==> src/hdl/tad_pkg.sv <==
`timescale 1ns / 1ps
package tad_pkg;
    localparam int AngCount = 24;
    localparam int AccW = 28;

    // Register indexes on the configuration port
    localparam logic [1:0] REG_ENABLE = 2'd0;
    localparam logic [1:0] REG_CENTER = 2'd1;
    localparam logic [1:0] REG_TOL    = 2'd2;

    // Controller to datapath commands
    typedef struct packed {
        logic load;        // latch sample, shift windows, start sums
        logic sq_step;     // one step of the root units
        logic cordic_init; // set up vector from h and fz
        logic cordic_step; // one CORDIC rotation
        logic finish;      // compute tilt / leaned into result register
    } tad_cmd_t;

    typedef struct packed {
        logic sq_done;
        logic cordic_done;
    } tad_sts_t;

    // atan(2^-i) in degrees, 16 fraction bits
    function automatic logic [AccW-1:0] ang_lut(input logic [4:0] i);
        logic [AccW-1:0] r;
        case (i)
            5'd0: r = 28'd2949120;  5'd1: r = 28'd1740967;
            5'd2: r = 28'd919879;   5'd3: r = 28'd466945;
            5'd4: r = 28'd234379;   5'd5: r = 28'd117304;
            5'd6: r = 28'd58666;    5'd7: r = 28'd29335;
            5'd8: r = 28'd14668;    5'd9: r = 28'd7334;
            5'd10: r = 28'd3667;    5'd11: r = 28'd1833;
            5'd12: r = 28'd917;     5'd13: r = 28'd458;
            5'd14: r = 28'd229;     5'd15: r = 28'd115;
            5'd16: r = 28'd57;      5'd17: r = 28'd29;
            5'd18: r = 28'd14;      5'd19: r = 28'd7;
            5'd20: r = 28'd4;       5'd21: r = 28'd2;
            5'd22: r = 28'd1;       default: r = 28'd0;
        endcase
        return r;
    endfunction
endpackage

==> src/hdl/tilt_angle_detector_core.sv <==
`timescale 1ns / 1ps
// Tilt detector: converts one three-axis accelerometer sample per transaction,
// filters each axis over a 5-sample weighted window, and reports the angle to Z
// (whole degrees), the raw magnitude and a leaned flag. Each sample passes through
// the 20-digit square root (one digit a cycle) and then the CORDIC rotator (one
// rotation a cycle) before the finish step. A finished result sits
// in the output register; a new sample is taken once the previous one is done.
module tilt_angle_detector_core #(
    parameter int CORDIC_STEPS = 16
) (
    input  logic        aclk,
    input  logic        aresetn,
    input  logic        s_tvalid,
    output logic        s_tready,
    input  logic [47:0] s_tdata,   // x_word, y_word, z_word
    output logic        m_tvalid,
    input  logic        m_tready,
    output logic [55:0] m_tdata,   // x_accel, y_accel, z_accel, magnitude, tilt_degrees
    output logic        m_tuser,   // leaned
    input  logic        cfg_valid,
    output logic        cfg_ready,
    input  logic [1:0]  cfg_index,
    input  logic [8:0]  cfg_data
);
    tad_pkg::tad_cmd_t cmd;
    tad_pkg::tad_sts_t sts;
    logic busy, out_valid_reg, in_fire;
    logic enable_reg;
    logic signed [8:0] center_reg;
    logic [7:0] tol_reg;
    logic [56:0] result;

    assign cfg_ready = aresetn;
    always_ff @(posedge aclk) begin
        if (!aresetn) begin
            enable_reg <= 1'b1; center_reg <= '0; tol_reg <= 8'd15;
        end else if (cfg_valid) begin
            unique case (cfg_index)
                tad_pkg::REG_ENABLE: enable_reg <= cfg_data[0];
                tad_pkg::REG_CENTER: center_reg <= cfg_data;
                tad_pkg::REG_TOL:    tol_reg <= cfg_data[7:0];
                default: ;
            endcase
        end
    end

    assign s_tready = aresetn && !busy;
    assign in_fire = s_tvalid && s_tready;

    tad_ctrl u_ctrl (
        .aclk, .aresetn, .in_fire,
        .out_free(!out_valid_reg || m_tready), .sts, .busy, .cmd
    );

    tad_datapath #(.CORDIC_STEPS(CORDIC_STEPS)) u_dp (
        .aclk, .aresetn, .cmd, .sts,
        .x_word(s_tdata[15:0]), .y_word(s_tdata[31:16]), .z_word(s_tdata[47:32]),
        .detect_enable(enable_reg), .center_angle(center_reg), .tolerance(tol_reg),
        .result
    );

    // Output valid
    always_ff @(posedge aclk) begin
        if (!aresetn) out_valid_reg <= 1'b0;
        else if (cmd.finish) out_valid_reg <= 1'b1;
        else if (m_tready) out_valid_reg <= 1'b0;
    end
    assign m_tvalid = out_valid_reg;
    assign m_tdata = result[55:0];
    assign m_tuser = result[56];
endmodule

==> src/hdl/tad_ctrl.sv <==
`timescale 1ns / 1ps
module tad_ctrl (
    input  logic             aclk,
    input  logic             aresetn,
    input  logic             in_fire,
    input  logic             out_free,
    input  tad_pkg::tad_sts_t sts,
    output logic             busy,
    output tad_pkg::tad_cmd_t cmd
);
    typedef enum logic [4:0] {
        ST_IDLE   = 5'b00001,
        ST_SQRT   = 5'b00010,
        ST_INIT   = 5'b00100,
        ST_CORDIC = 5'b01000,
        ST_FIN    = 5'b10000
    } state_t;

    state_t state_reg, state_next;

    // Sequencer: load, roots, CORDIC, finish
    always_comb begin
        state_next = state_reg;
        cmd = '0;
        unique case (state_reg)
            ST_IDLE: begin
                if (in_fire) begin
                    cmd.load = 1'b1;
                    state_next = ST_SQRT;
                end
            end
            ST_SQRT: begin
                cmd.sq_step = 1'b1;
                if (sts.sq_done) state_next = ST_INIT;
            end
            ST_INIT: begin
                cmd.cordic_init = 1'b1;
                state_next = ST_CORDIC;
            end
            ST_CORDIC: begin
                cmd.cordic_step = 1'b1;
                if (sts.cordic_done) state_next = ST_FIN;
            end
            ST_FIN: begin
                if (out_free) begin
                    cmd.finish = 1'b1;
                    state_next = ST_IDLE;
                end
            end
            default: state_next = ST_IDLE;
        endcase
    end

    assign busy = (state_reg != ST_IDLE);

    always_ff @(posedge aclk) begin
        if (!aresetn) state_reg <= ST_IDLE;
        else state_reg <= state_next;
    end
endmodule

==> src/hdl/tad_datapath.sv <==
`timescale 1ns / 1ps
module tad_datapath #(
    parameter int CORDIC_STEPS = 16
) (
    input  logic              aclk,
    input  logic              aresetn,
    input  tad_pkg::tad_cmd_t cmd,
    output tad_pkg::tad_sts_t sts,
    input  logic [15:0]       x_word,
    input  logic [15:0]       y_word,
    input  logic [15:0]       z_word,
    input  logic              detect_enable,
    input  logic signed [8:0] center_angle,
    input  logic [7:0]        tolerance,
    output logic [56:0]       result
);
    localparam int Steps = (CORDIC_STEPS < tad_pkg::AngCount) ? CORDIC_STEPS
                                                               : tad_pkg::AngCount;
    localparam int AccW = tad_pkg::AccW;
    localparam int VW = 34;  // CORDIC vector width, with growth headroom

    logic signed [11:0] xw_reg [5], yw_reg [5], zw_reg [5];
    logic signed [11:0] ax_reg, ay_reg, az_reg;
    logic signed [11:0] fx_reg, fy_reg, fz_reg;
    logic [23:0] msq_reg;      // magnitude root remainder source
    logic [11:0] mres_reg;
    logic [23:0] mrem_reg;
    logic [39:0] hsq_reg;      // (fx^2+fy^2) << 16
    logic [19:0] hres_reg;
    logic [39:0] hrem_reg;
    logic [4:0]  sq_cnt_reg;
    logic        sq_phase_reg; // 0: squaring, 1: root digits
    logic signed [VW-1:0] cx_reg, cy_reg;
    logic signed [AccW-1:0] acc_reg;
    logic [4:0]  ci_reg;
    logic        zero_reg;
    logic [56:0] res_reg;

    // Axis conversion: negate, most negative maps to 0
    function automatic logic signed [11:0] conv(input logic [15:0] w);
        logic signed [11:0] r;
        r = w[15:4];
        if (r == -12'sd2048) return 12'sd0;
        return -r;
    endfunction

    function automatic logic signed [11:0] wsum(input logic signed [11:0] a,
        input logic signed [11:0] b, input logic signed [11:0] c,
        input logic signed [11:0] d, input logic signed [11:0] e);
        logic signed [15:0] s;
        logic [15:0] m;
        logic [31:0] q;
        s = 16'(4 * a) + 16'(2 * b) + 16'(2 * c) + 16'(d) + 16'(e);
        m = s[15] ? 16'(-s) : s;
        q = 32'(m) * 32'd52429;  // divide by 10, exact for any 16-bit m
        q = q >> 19;
        return s[15] ? -12'(q) : 12'(q);
    endfunction

    logic signed [11:0] nx, ny, nz;
    assign nx = conv(x_word);
    assign ny = conv(y_word);
    assign nz = conv(z_word);

    // Root digit steps
    logic [25:0] mtrial;
    logic [41:0] htrial;
    assign mtrial = {mrem_reg, msq_reg[23:22]} - {12'd0, mres_reg, 2'b01};
    assign htrial = {hrem_reg, hsq_reg[39:38]} - {20'd0, hres_reg, 2'b01};

    // CORDIC shifted terms (arithmetic shift is floor)
    logic signed [VW-1:0] dx, dy;
    assign dx = cx_reg >>> ci_reg;
    assign dy = cy_reg >>> ci_reg;

    // Band check
    logic signed [10:0] lo, hi, t;
    logic in_band;
    always_comb begin
        lo = 11'(center_angle) - 11'(signed'({1'b0, tolerance}));
        hi = 11'(center_angle) + 11'(signed'({1'b0, tolerance}));
        if (lo < -11'sd180) lo = lo + 11'sd360;
        if (hi > 11'sd180) hi = hi - 11'sd360;
        if (acc_reg < 0) t = 11'sd0;
        else if ((acc_reg >>> 16) > 180) t = 11'sd180;
        else t = 11'(acc_reg >>> 16);
        if (lo <= hi) in_band = (t >= lo) && (t <= hi);
        else in_band = (t >= lo) || (t <= hi);
    end

    assign sts.sq_done = sq_phase_reg && (sq_cnt_reg == 5'd19);
    assign sts.cordic_done = (ci_reg == 5'(Steps - 1));

    always_ff @(posedge aclk) begin
        if (!aresetn) begin
            for (int i = 0; i < 5; i++) begin
                xw_reg[i] <= '0; yw_reg[i] <= '0; zw_reg[i] <= '0;
            end
        end else if (cmd.load) begin
            for (int i = 0; i < 4; i++) begin
                xw_reg[i] <= xw_reg[i+1]; yw_reg[i] <= yw_reg[i+1];
                zw_reg[i] <= zw_reg[i+1];
            end
            xw_reg[4] <= nx; yw_reg[4] <= ny; zw_reg[4] <= nz;
        end
    end

    always_ff @(posedge aclk) begin
        if (cmd.load) begin
            ax_reg <= nx; ay_reg <= ny; az_reg <= nz;
            fx_reg <= wsum(xw_reg[1], xw_reg[2], xw_reg[3], xw_reg[4], nx);
            fy_reg <= wsum(yw_reg[1], yw_reg[2], yw_reg[3], yw_reg[4], ny);
            fz_reg <= wsum(zw_reg[1], zw_reg[2], zw_reg[3], zw_reg[4], nz);
            sq_phase_reg <= 1'b0;
            sq_cnt_reg <= '0;
        end else if (cmd.sq_step) begin
            if (!sq_phase_reg) begin
                // squares summed first for ax, ay and fx, then for az and fy
                if (sq_cnt_reg == 5'd0) begin
                    msq_reg <= 24'(ax_reg * ax_reg) + 24'(ay_reg * ay_reg);
                    hsq_reg <= {24'(fx_reg * fx_reg), 16'd0};
                    sq_cnt_reg <= 5'd1;
                end else begin
                    msq_reg <= msq_reg + 24'(az_reg * az_reg);
                    hsq_reg <= {hsq_reg[39:16] + 24'(fy_reg * fy_reg), 16'd0};
                    sq_phase_reg <= 1'b1;
                    sq_cnt_reg <= '0;
                    mres_reg <= '0; mrem_reg <= '0;
                    hres_reg <= '0; hrem_reg <= '0;
                end
            end else begin
                if (sq_cnt_reg < 5'd12) begin
                    msq_reg <= {msq_reg[21:0], 2'b00};
                    if (!mtrial[25]) begin
                        mrem_reg <= mtrial[23:0]; mres_reg <= {mres_reg[10:0], 1'b1};
                    end else begin
                        mrem_reg <= {mrem_reg[21:0], msq_reg[23:22]};
                        mres_reg <= {mres_reg[10:0], 1'b0};
                    end
                end
                hsq_reg <= {hsq_reg[37:0], 2'b00};
                if (!htrial[41]) begin
                    hrem_reg <= htrial[39:0]; hres_reg <= {hres_reg[18:0], 1'b1};
                end else begin
                    hrem_reg <= {hrem_reg[37:0], hsq_reg[39:38]};
                    hres_reg <= {hres_reg[18:0], 1'b0};
                end
                sq_cnt_reg <= sq_cnt_reg + 5'd1;
            end
        end
    end

    // CORDIC vectoring
    always_ff @(posedge aclk) begin
        if (cmd.cordic_init) begin
            ci_reg <= '0;
            zero_reg <= (fx_reg == 0) && (fy_reg == 0) && (fz_reg == 0);
            if (fz_reg < 0) begin
                cx_reg <= VW'(hres_reg);
                cy_reg <= -(VW'(fz_reg) <<< 8);
                acc_reg <= AccW'(90 << 16);
            end else begin
                cx_reg <= VW'(fz_reg) <<< 8;
                cy_reg <= VW'(hres_reg);
                acc_reg <= '0;
            end
        end else if (cmd.cordic_step) begin
            if (cy_reg > 0) begin
                cx_reg <= cx_reg + dy;
                cy_reg <= cy_reg - dx;
                acc_reg <= acc_reg + signed'(tad_pkg::ang_lut(ci_reg));
            end else begin
                cx_reg <= cx_reg - dy;
                cy_reg <= cy_reg + dx;
                acc_reg <= acc_reg - signed'(tad_pkg::ang_lut(ci_reg));
            end
            ci_reg <= ci_reg + 5'd1;
        end
    end

    // Result: leaned, tilt, magnitude, z, y, x from high bits down
    always_ff @(posedge aclk) begin
        if (cmd.finish) begin
            res_reg <= {zero_reg ? detect_enable : (detect_enable && !in_band),
                        zero_reg ? 8'd0 : 8'(t), mres_reg,
                        az_reg, ay_reg, ax_reg};
        end
    end
    assign result = res_reg;
endmodule

==> config.mk <==
export PLATFORM = sky130hd
export DESIGN_NAME = tilt_angle_detector_core
export DESIGN_NICKNAME = d
export VERILOG_FILES = /design/src/hdl/tad_pkg.sv /design/src/hdl/tilt_angle_detector_core.sv /design/src/hdl/tad_ctrl.sv /design/src/hdl/tad_datapath.sv
export SDC_FILE = /design/constraint.sdc
export NUM_CORES = 2
export LEC_CHECK = 0
export ABC_AREA = 1
export BUFFER_PORTS_ARGS = -buffer_cell sky130_fd_sc_hd__buf_4
export CORE_AREA = 3 3 393 395
export CTS_CLUSTER_SIZE = 30
export DETAILED_ROUTE_END_ITERATION = 16
export DIE_AREA = 0 0 396 398
export PLACE_DENSITY = 0.7
export SLEW_MARGIN = 20
export SYNTH_ARGS = -nofsm -noshare
export SYNTH_HDL_FRONTEND = slang
export SYNTH_SLANG_ARGS = --single-unit
==> constraint.sdc <==
create_clock -name aclk -period 10.92 [get_ports aclk]
set_input_delay 1.638 -clock aclk [delete_from_list [all_inputs] [get_ports aclk]]
set_output_delay 1.638 -clock aclk [all_outputs]
set_load 0.03 [all_outputs]
# After elaboration in Yosys (flattened, before gate mapping)
# Memory sizes are Yosys's and may differ from the RTL's. A register that Yosys moved wholly into a read port is not among the register bits.
# Cells that the tools add are included.
dict set report word_totals {
  register_bits 421
  ramBits 180
  romBits 1408
  inputBits 64
  out_inout_bits 60
  wordCells 252
  memories 5
}
# memory depth width rd rd_clocked_by_memory_dff write_ports line_no
set mem_list {}
lappend mem_list {{(no name shown)} 32 22 1 1 0 tad_pkg.sv:28} ;# case (i)
lappend mem_list {{(no name shown)} 32 22 1 1 0 tad_pkg.sv:28}
lappend mem_list {u_dp.xw_reg 5 12 4 0 5 tad_datapath.sv:22} ;# logic signed [11:0] xw_reg [5], yw_reg [5], zw_reg [5];
lappend mem_list {u_dp.yw_reg 5 12 4 0 5 tad_datapath.sv:22}
lappend mem_list {u_dp.zw_reg 5 12 4 0 5 tad_datapath.sv:22}
dict set report op_classes {
  add_sub_neg 39
  multipliers 8
  magnitude_cmp 10
  n_eq_ne 19
  shifts 2
  mux 99
  bitwise 16
  n_reduce_logical 27
}
# cell n
set op_table {}
lappend op_table {{two-way mux 12 bit} 27}
lappend op_table {{two-way mux 34 bit} 8}
lappend op_table {{two-way mux 28 bit} 9}
lappend op_table {{two-way mux 40 bit} 5}
lappend op_table {{two-way mux 24 bit} 7}
lappend op_table {{multiplier 12 x 12 -> 24 bit} 5}
lappend op_table {{adder 16 x 12 -> 16 bit} 6}
lappend op_table {{zero test 32 bit} 3}
lappend op_table {{multiplier 16 x 16 -> 31 bit (second input constant)} 3}
lappend op_table {{adder 24 bit} 3}
lappend op_table {{negator 12 bit} 6}
lappend op_table {{adder 34 bit} 2}
lappend op_table {{>>> shifter 34 x 5 -> 34 bit} 2}
lappend op_table {{subtractor 34 bit} 2}
lappend op_table {{adder 15 x 13 -> 16 bit} 3}
lappend op_table {{two-way mux 16 bit} 3}
lappend op_table {{negator 16 bit} 3}
lappend op_table {{adder 14 x 13 -> 15 bit} 3}
lappend op_table {{two-way mux 5 bit} 9}
lappend op_table {{two-way mux 11 bit} 4}
lappend op_table {{subtractor 42 x 22 -> 42 bit} 1}
lappend op_table {{two-way mux 20 bit} 2}
lappend op_table {{equality test 12 bit (second input constant)} 3}
lappend op_table {{> comparator 34 x 1 -> 1 bit (second input constant)} 1}
lappend op_table {{other kinds (41)} 100}

# Longest topological paths before layout
dict set report logic_depth {
  depth_word 10
  mapped_depth 65
  depth_no_buf 65
}

# By module
# A second synthesis with hierarchy kept.
dict set report hier_totals {
  hier_cells 10262
  hier_area_um2 84407.2
}
# mod instances cells_each area_per_inst_um2 seq_area_each_um2
set by_module_without_submodules {}
lappend by_module_without_submodules {tad_datapath 1 10092 83227.3 16095.4}
lappend by_module_without_submodules {tilt_angle_detector_core 1 117 827.0 380.4}
lappend by_module_without_submodules {tad_ctrl 1 53 352.8 100.1}

# Least setup slack after synthesis
# No wires, ideal clock.
dict set report synth_path {
  kind {input to register}
  startpoint {in s_tdata[4]}
  endpoint {reg u_dp.fx_reg[9], data pin}
  setup_ns 0.249
  t_arrival_ns 11.121
  required_ns 10.671
  path_slack_ns -0.450
  cell_stages 54
  cell_sequence {inv_1 -> ha_1 -> inv_1 -> nor2_1 -> inv_1 -> nor3_1 -> inv_1 -> nor2_1 -> inv_1 -> nor2_1 -> nand3_1 -> nor2_1 -> inv_1 -> nor2_1 -> nor2_1 -> inv_1 -> fa_1 -> inv_1 -> (+18 left out) -> fa_1 -> inv_1 -> fa_1 -> inv_1 -> ha_1 -> a21oi_1 -> o21a_1 -> nor2_1 -> a2111oi_0 -> nand3b_1 -> nand2_1 -> nand2_1 -> nor2_1 -> nand3_1 -> nand2_1 -> nand3_1 -> nand2_1 -> inv_1}
}
dict set report synth_via {
  elab_chain_len 9
}
# element line_no
set synth_rtl {}
lappend synth_rtl {{start: declaration} tilt_angle_detector_core.sv:15} ;# input logic [47:0] s_tdata,
lappend synth_rtl {{branches (longest 2 deep; another with negator 12 bit)} --}
lappend synth_rtl {{two-way mux 12 bit *} tad_datapath.sv:44} ;# return -r;
lappend synth_rtl {{net u_dp.nx[3]} tad_datapath.sv:60} ;# logic signed [11:0] nx, ny, nz;
lappend synth_rtl {{adder 16 x 12 -> 16 bit *} tad_datapath.sv:53} ;# s = 16'(4 * a) + 16'(2 * b) + 16'(2 * c) + 16'(d) + 16'(e);
lappend synth_rtl {{negator 16 bit} tad_datapath.sv:54} ;# m = s[15] ? 16'(-s) : s;
lappend synth_rtl {{two-way mux 16 bit} tad_datapath.sv:54}
lappend synth_rtl {{multiplier 16 x 16 -> 31 bit} tad_datapath.sv:55} ;# q = 32'(m) * 32'd52429;
lappend synth_rtl {{negator 12 bit} tad_datapath.sv:57} ;# return s[15] ? -12'(q) : 12'(q);
lappend synth_rtl {{two-way mux 12 bit *} tad_datapath.sv:57}
lappend synth_rtl {{end signal: assignment} tad_datapath.sv:111} ;# fx_reg <= wsum(xw_reg[1], xw_reg[2], xw_reg[3], xw_reg[4], nx);
lappend synth_rtl {{end: declaration} tad_datapath.sv:24} ;# logic signed [11:0] fx_reg, fy_reg, fz_reg;
# Mark *: on every way through the listed nets, which the timed path passes.
# A chain may end at the register's enable or synchronous reset.

# Final worst setup path
dict set report layout_path {
  startpoint {in s_tdata[5]}
  endpoint {reg u_dp.fx_reg[10], data pin}
}
# The elaborated chain is that of the path after synthesis.

==> impl_metrics.tcl <==
set metrics [dict create \
    grt_pass1_vias 68440 \
    setup_violations 5 \
    synth_edf_count 514 \
    grt_util_met3 0.0413 \
    crit_top_cell "inv_1" \
    antenna_found_initial 5 \
    die-width_um 396 \
    core-area_um2 152000 \
    dieHeight_um 398 \
    slowest_stage "fa_2" \
    slew_headroom 0.276 \
    fillers 13217 \
    gp_congestion 0.959 \
    crit_type "input port to register" \
    finalCritPeriodShare 1.01 \
    largest_reg_flops 57 \
    syn_inst 9942 \
    numPortBuffers 111 \
    ys_seq_area_frac 0.200 \
    hp-class "register to register" \
    critPathRequiredTime_ns 11.35 \
    vias_per_cell 5.33 \
    synth_top_family_by_area "adder cells" \
    clockBufferDepth 3 \
    yosysTopAreaCell "fa_1" \
    finalWorstSetupSlack_ns -0.104 \
    synth-seq-cells 571 \
    muxShareOfSynthArea 0.00423 \
    async_flop_share 0 \
    synthFlopType "edfxtp_1" \
    routed_wl_mm 212 \
    ant_nets 0 \
    fin_skew_ns 0.0422 \
    violations "negative setup slack" \
    drv_slew 0 \
    ys_top_cells_by_area "fa_1 26%, edfxtp_1 19%, ha_1 14%, inv_1 11%, nand2_1 7.4%" \
    h-tree-depth 3 \
    synth_adder_area_share 0.392 \
    drc_errors 0 \
    syn_area_um2 82900 \
    outcome "finished with violations" \
    synth_cell_types 75 \
    synth_top_area_share 0.256 \
    stdcell_area_um2 92900 \
    drive_gt1_frac 0.0977 \
    grtUsageTotal 0.272 \
    grt_first_pass_wirelength_mm 348 \
    timing.fmax_mhz 90.7 \
    routedWlPerCell_um 16.9 \
    synth-simple-area-share 0.147 \
    die_area_um2 158000 \
    row_count 143 \
    start_util 0.547 \
    grt_util_met2 0.455 \
    first_pass_iters 6 \
    postCtsHoldBufs 0 \
    area_growth_pct 12.0 \
    finish.utilization 0.613 \
    cts_buffers 72 \
    finalNetCount 12442 \
    drt_iter0_markers 4852 \
    synth_compound_area_frac 0.0996 \
    worst_pin_slew_ns 1.09 \
    critPathMaxFanout 5 \
    routed-via-count 66652 \
    rsz0062_at_grt "true" \
    stdcell_count 12508 \
    grt_busiest_layer "met2" \
    place_inst 12345 \
    cp_slowest_stage_delay_ns 0.58 \
    cp-end-kind "register" \
    place_area_um2 89100 \
    whs_ns 0.472 \
    hold_viol 0 \
    cts.clk_slew.worst_paths_ns 0.06 \
    cts_num_sinks 571 \
    cts_tree "yes" \
    worstSkewPairLatency_ns 0.71 \
    finalCriticalPeriod_ns 11.02 \
    grt_max_degree 145 \
    yosysWarnings 0 \
    hpwlAfterDp_mm 172 \
    start_kind "input port" \
    use_met1 0.370 \
    crit_arrival_ns 11.46 \
    avgSynthCellArea_um2 8.34 \
    cts_root_buf "clkbuf_16" \
    synth-xor-area-share 0.0399 \
    grt-ovfl-total 0 \
    io_pins 124 \
    cap_violations 0 \
]
==> Yosys cell counts, drive strengths merged, types with 50 or more instances <==
library cell and number:
nand4 64, nor2 736, a31oi 76, inv 2337
nor3 113, xnor2 142, o21ai 562, ha 901
xor2 234, dfxtp 57, a21oi 603, nand2 1647
edfxtp 514, buf 66, nand3 248, or2 50
clkbuf 155, fa 1061
==> path summary, 6_finish.rpt <==
kind,start,end,cells after the start,slack (ns)
max,s_tdata[5],u_dp.fx_reg[10],60,-0.10
min,enable_reg,enable_reg,2,0.47
max reg2reg,u_dp.yw_reg[0][13],u_dp.fy_reg[11],43,1.41
min reg2reg,enable_reg,enable_reg,2,0.47
==> repair_timing <==
item / 4_1_cts / 5_1_grt
pin swaps: 18 / 84
setup endpoints to repair: 9 / 21
setup buffers: 6 / 21
resized for setup: 39 / 177
==> layout by cell type, fill, tap and decap left out, types with 29 or more instances in the layout <==
| cell type | netlist | layout |
|---|---|---|
| nand3_1 | 243 | 236 |
| a31oi_1 | 76 | 76 |
| xor2_1 | 234 | 218 |
| o21bai_1 | 30 | 30 |
| o21ai_0 | 410 | 396 |
| nor2_1 | 723 | 699 |
| o211ai_1 | 34 | 34 |
| clkbuf_16 | 0 | 76 |
| mux2i_1 | 35 | 35 |
| nor4_1 | 35 | 32 |
| or2_2 | 37 | 37 |
| xnor2_1 | 140 | 136 |
| o21ai_1 | 144 | 152 |
| nand4_1 | 63 | 63 |
| edfxtp_1 | 514 | 514 |
| nand2_1 | 1638 | 1611 |
| nor3_1 | 110 | 100 |
| buf_4 | 9 | 600 |
| o21a_1 | 29 | 29 |
| ha_1 | 901 | 873 |
| dfxtp_1 | 57 | 54 |
| fa_1 | 1061 | 1055 |
| a21oi_1 | 599 | 580 |
| inv_2 | 10 | 37 |
| inv_1 | 2327 | 2295 |
==> per-layer routing <==
metal / share of wire / wire [um]
met3: 0.065 / 13800
met4: 0.028 / 5870
met5: 0.000061 / 13
met2: 0.47 / 99900
met1: 0.43 / 91900
==> critical path, delay by kind of cell <==
family          cells  cell delay (ns)
compound gates      9             1.41
xor+xnor            3             0.51
fa+ha+maj          12             4.38
buf+inv            16             1.33
simple gates       20             2.14
==> cells by family after synthesis <==
kind of cell / Yosys count
DFF: 571
and+or+nand+nor: 2945
buffers and inverters: 2565
AOI/OAI and AO/OA: 1487
muxes: 35
xor gates and xnor gates: 376
adders and majority gates: 1962
other: 1
==> final cells by class <==
class | count | area (um^2) | share of cell area
multi-input combinational | 6811 | 57700 | 0.621
sequential | 571 | 16600 | 0.178
clock inverter | 48 | 627 | 0.00675
timing repair buffer | 616 | 4710 | 0.0507
antenna | 3 | 7.51 | 0.0000808
inverter | 2344 | 8810 | 0.0948
tap | 2030 | 2540 | 0.0273
clock buffer | 85 | 1960 | 0.0210
==> metrics by stage <==
step                      setup TNS [ns]  setup WS, ns
final                             -0.293        -0.104
after global routing               -3.16        -0.409
after CTS                              0      0.000864
after detailed placement           -9.40        -0.932
after global placement             -8.36        -0.919
after floorplan                        0       0.00491
Power is left out: the tool's default activity adds up to more than one toggle a clock period on the data nets, which glitch-free logic cannot reach.
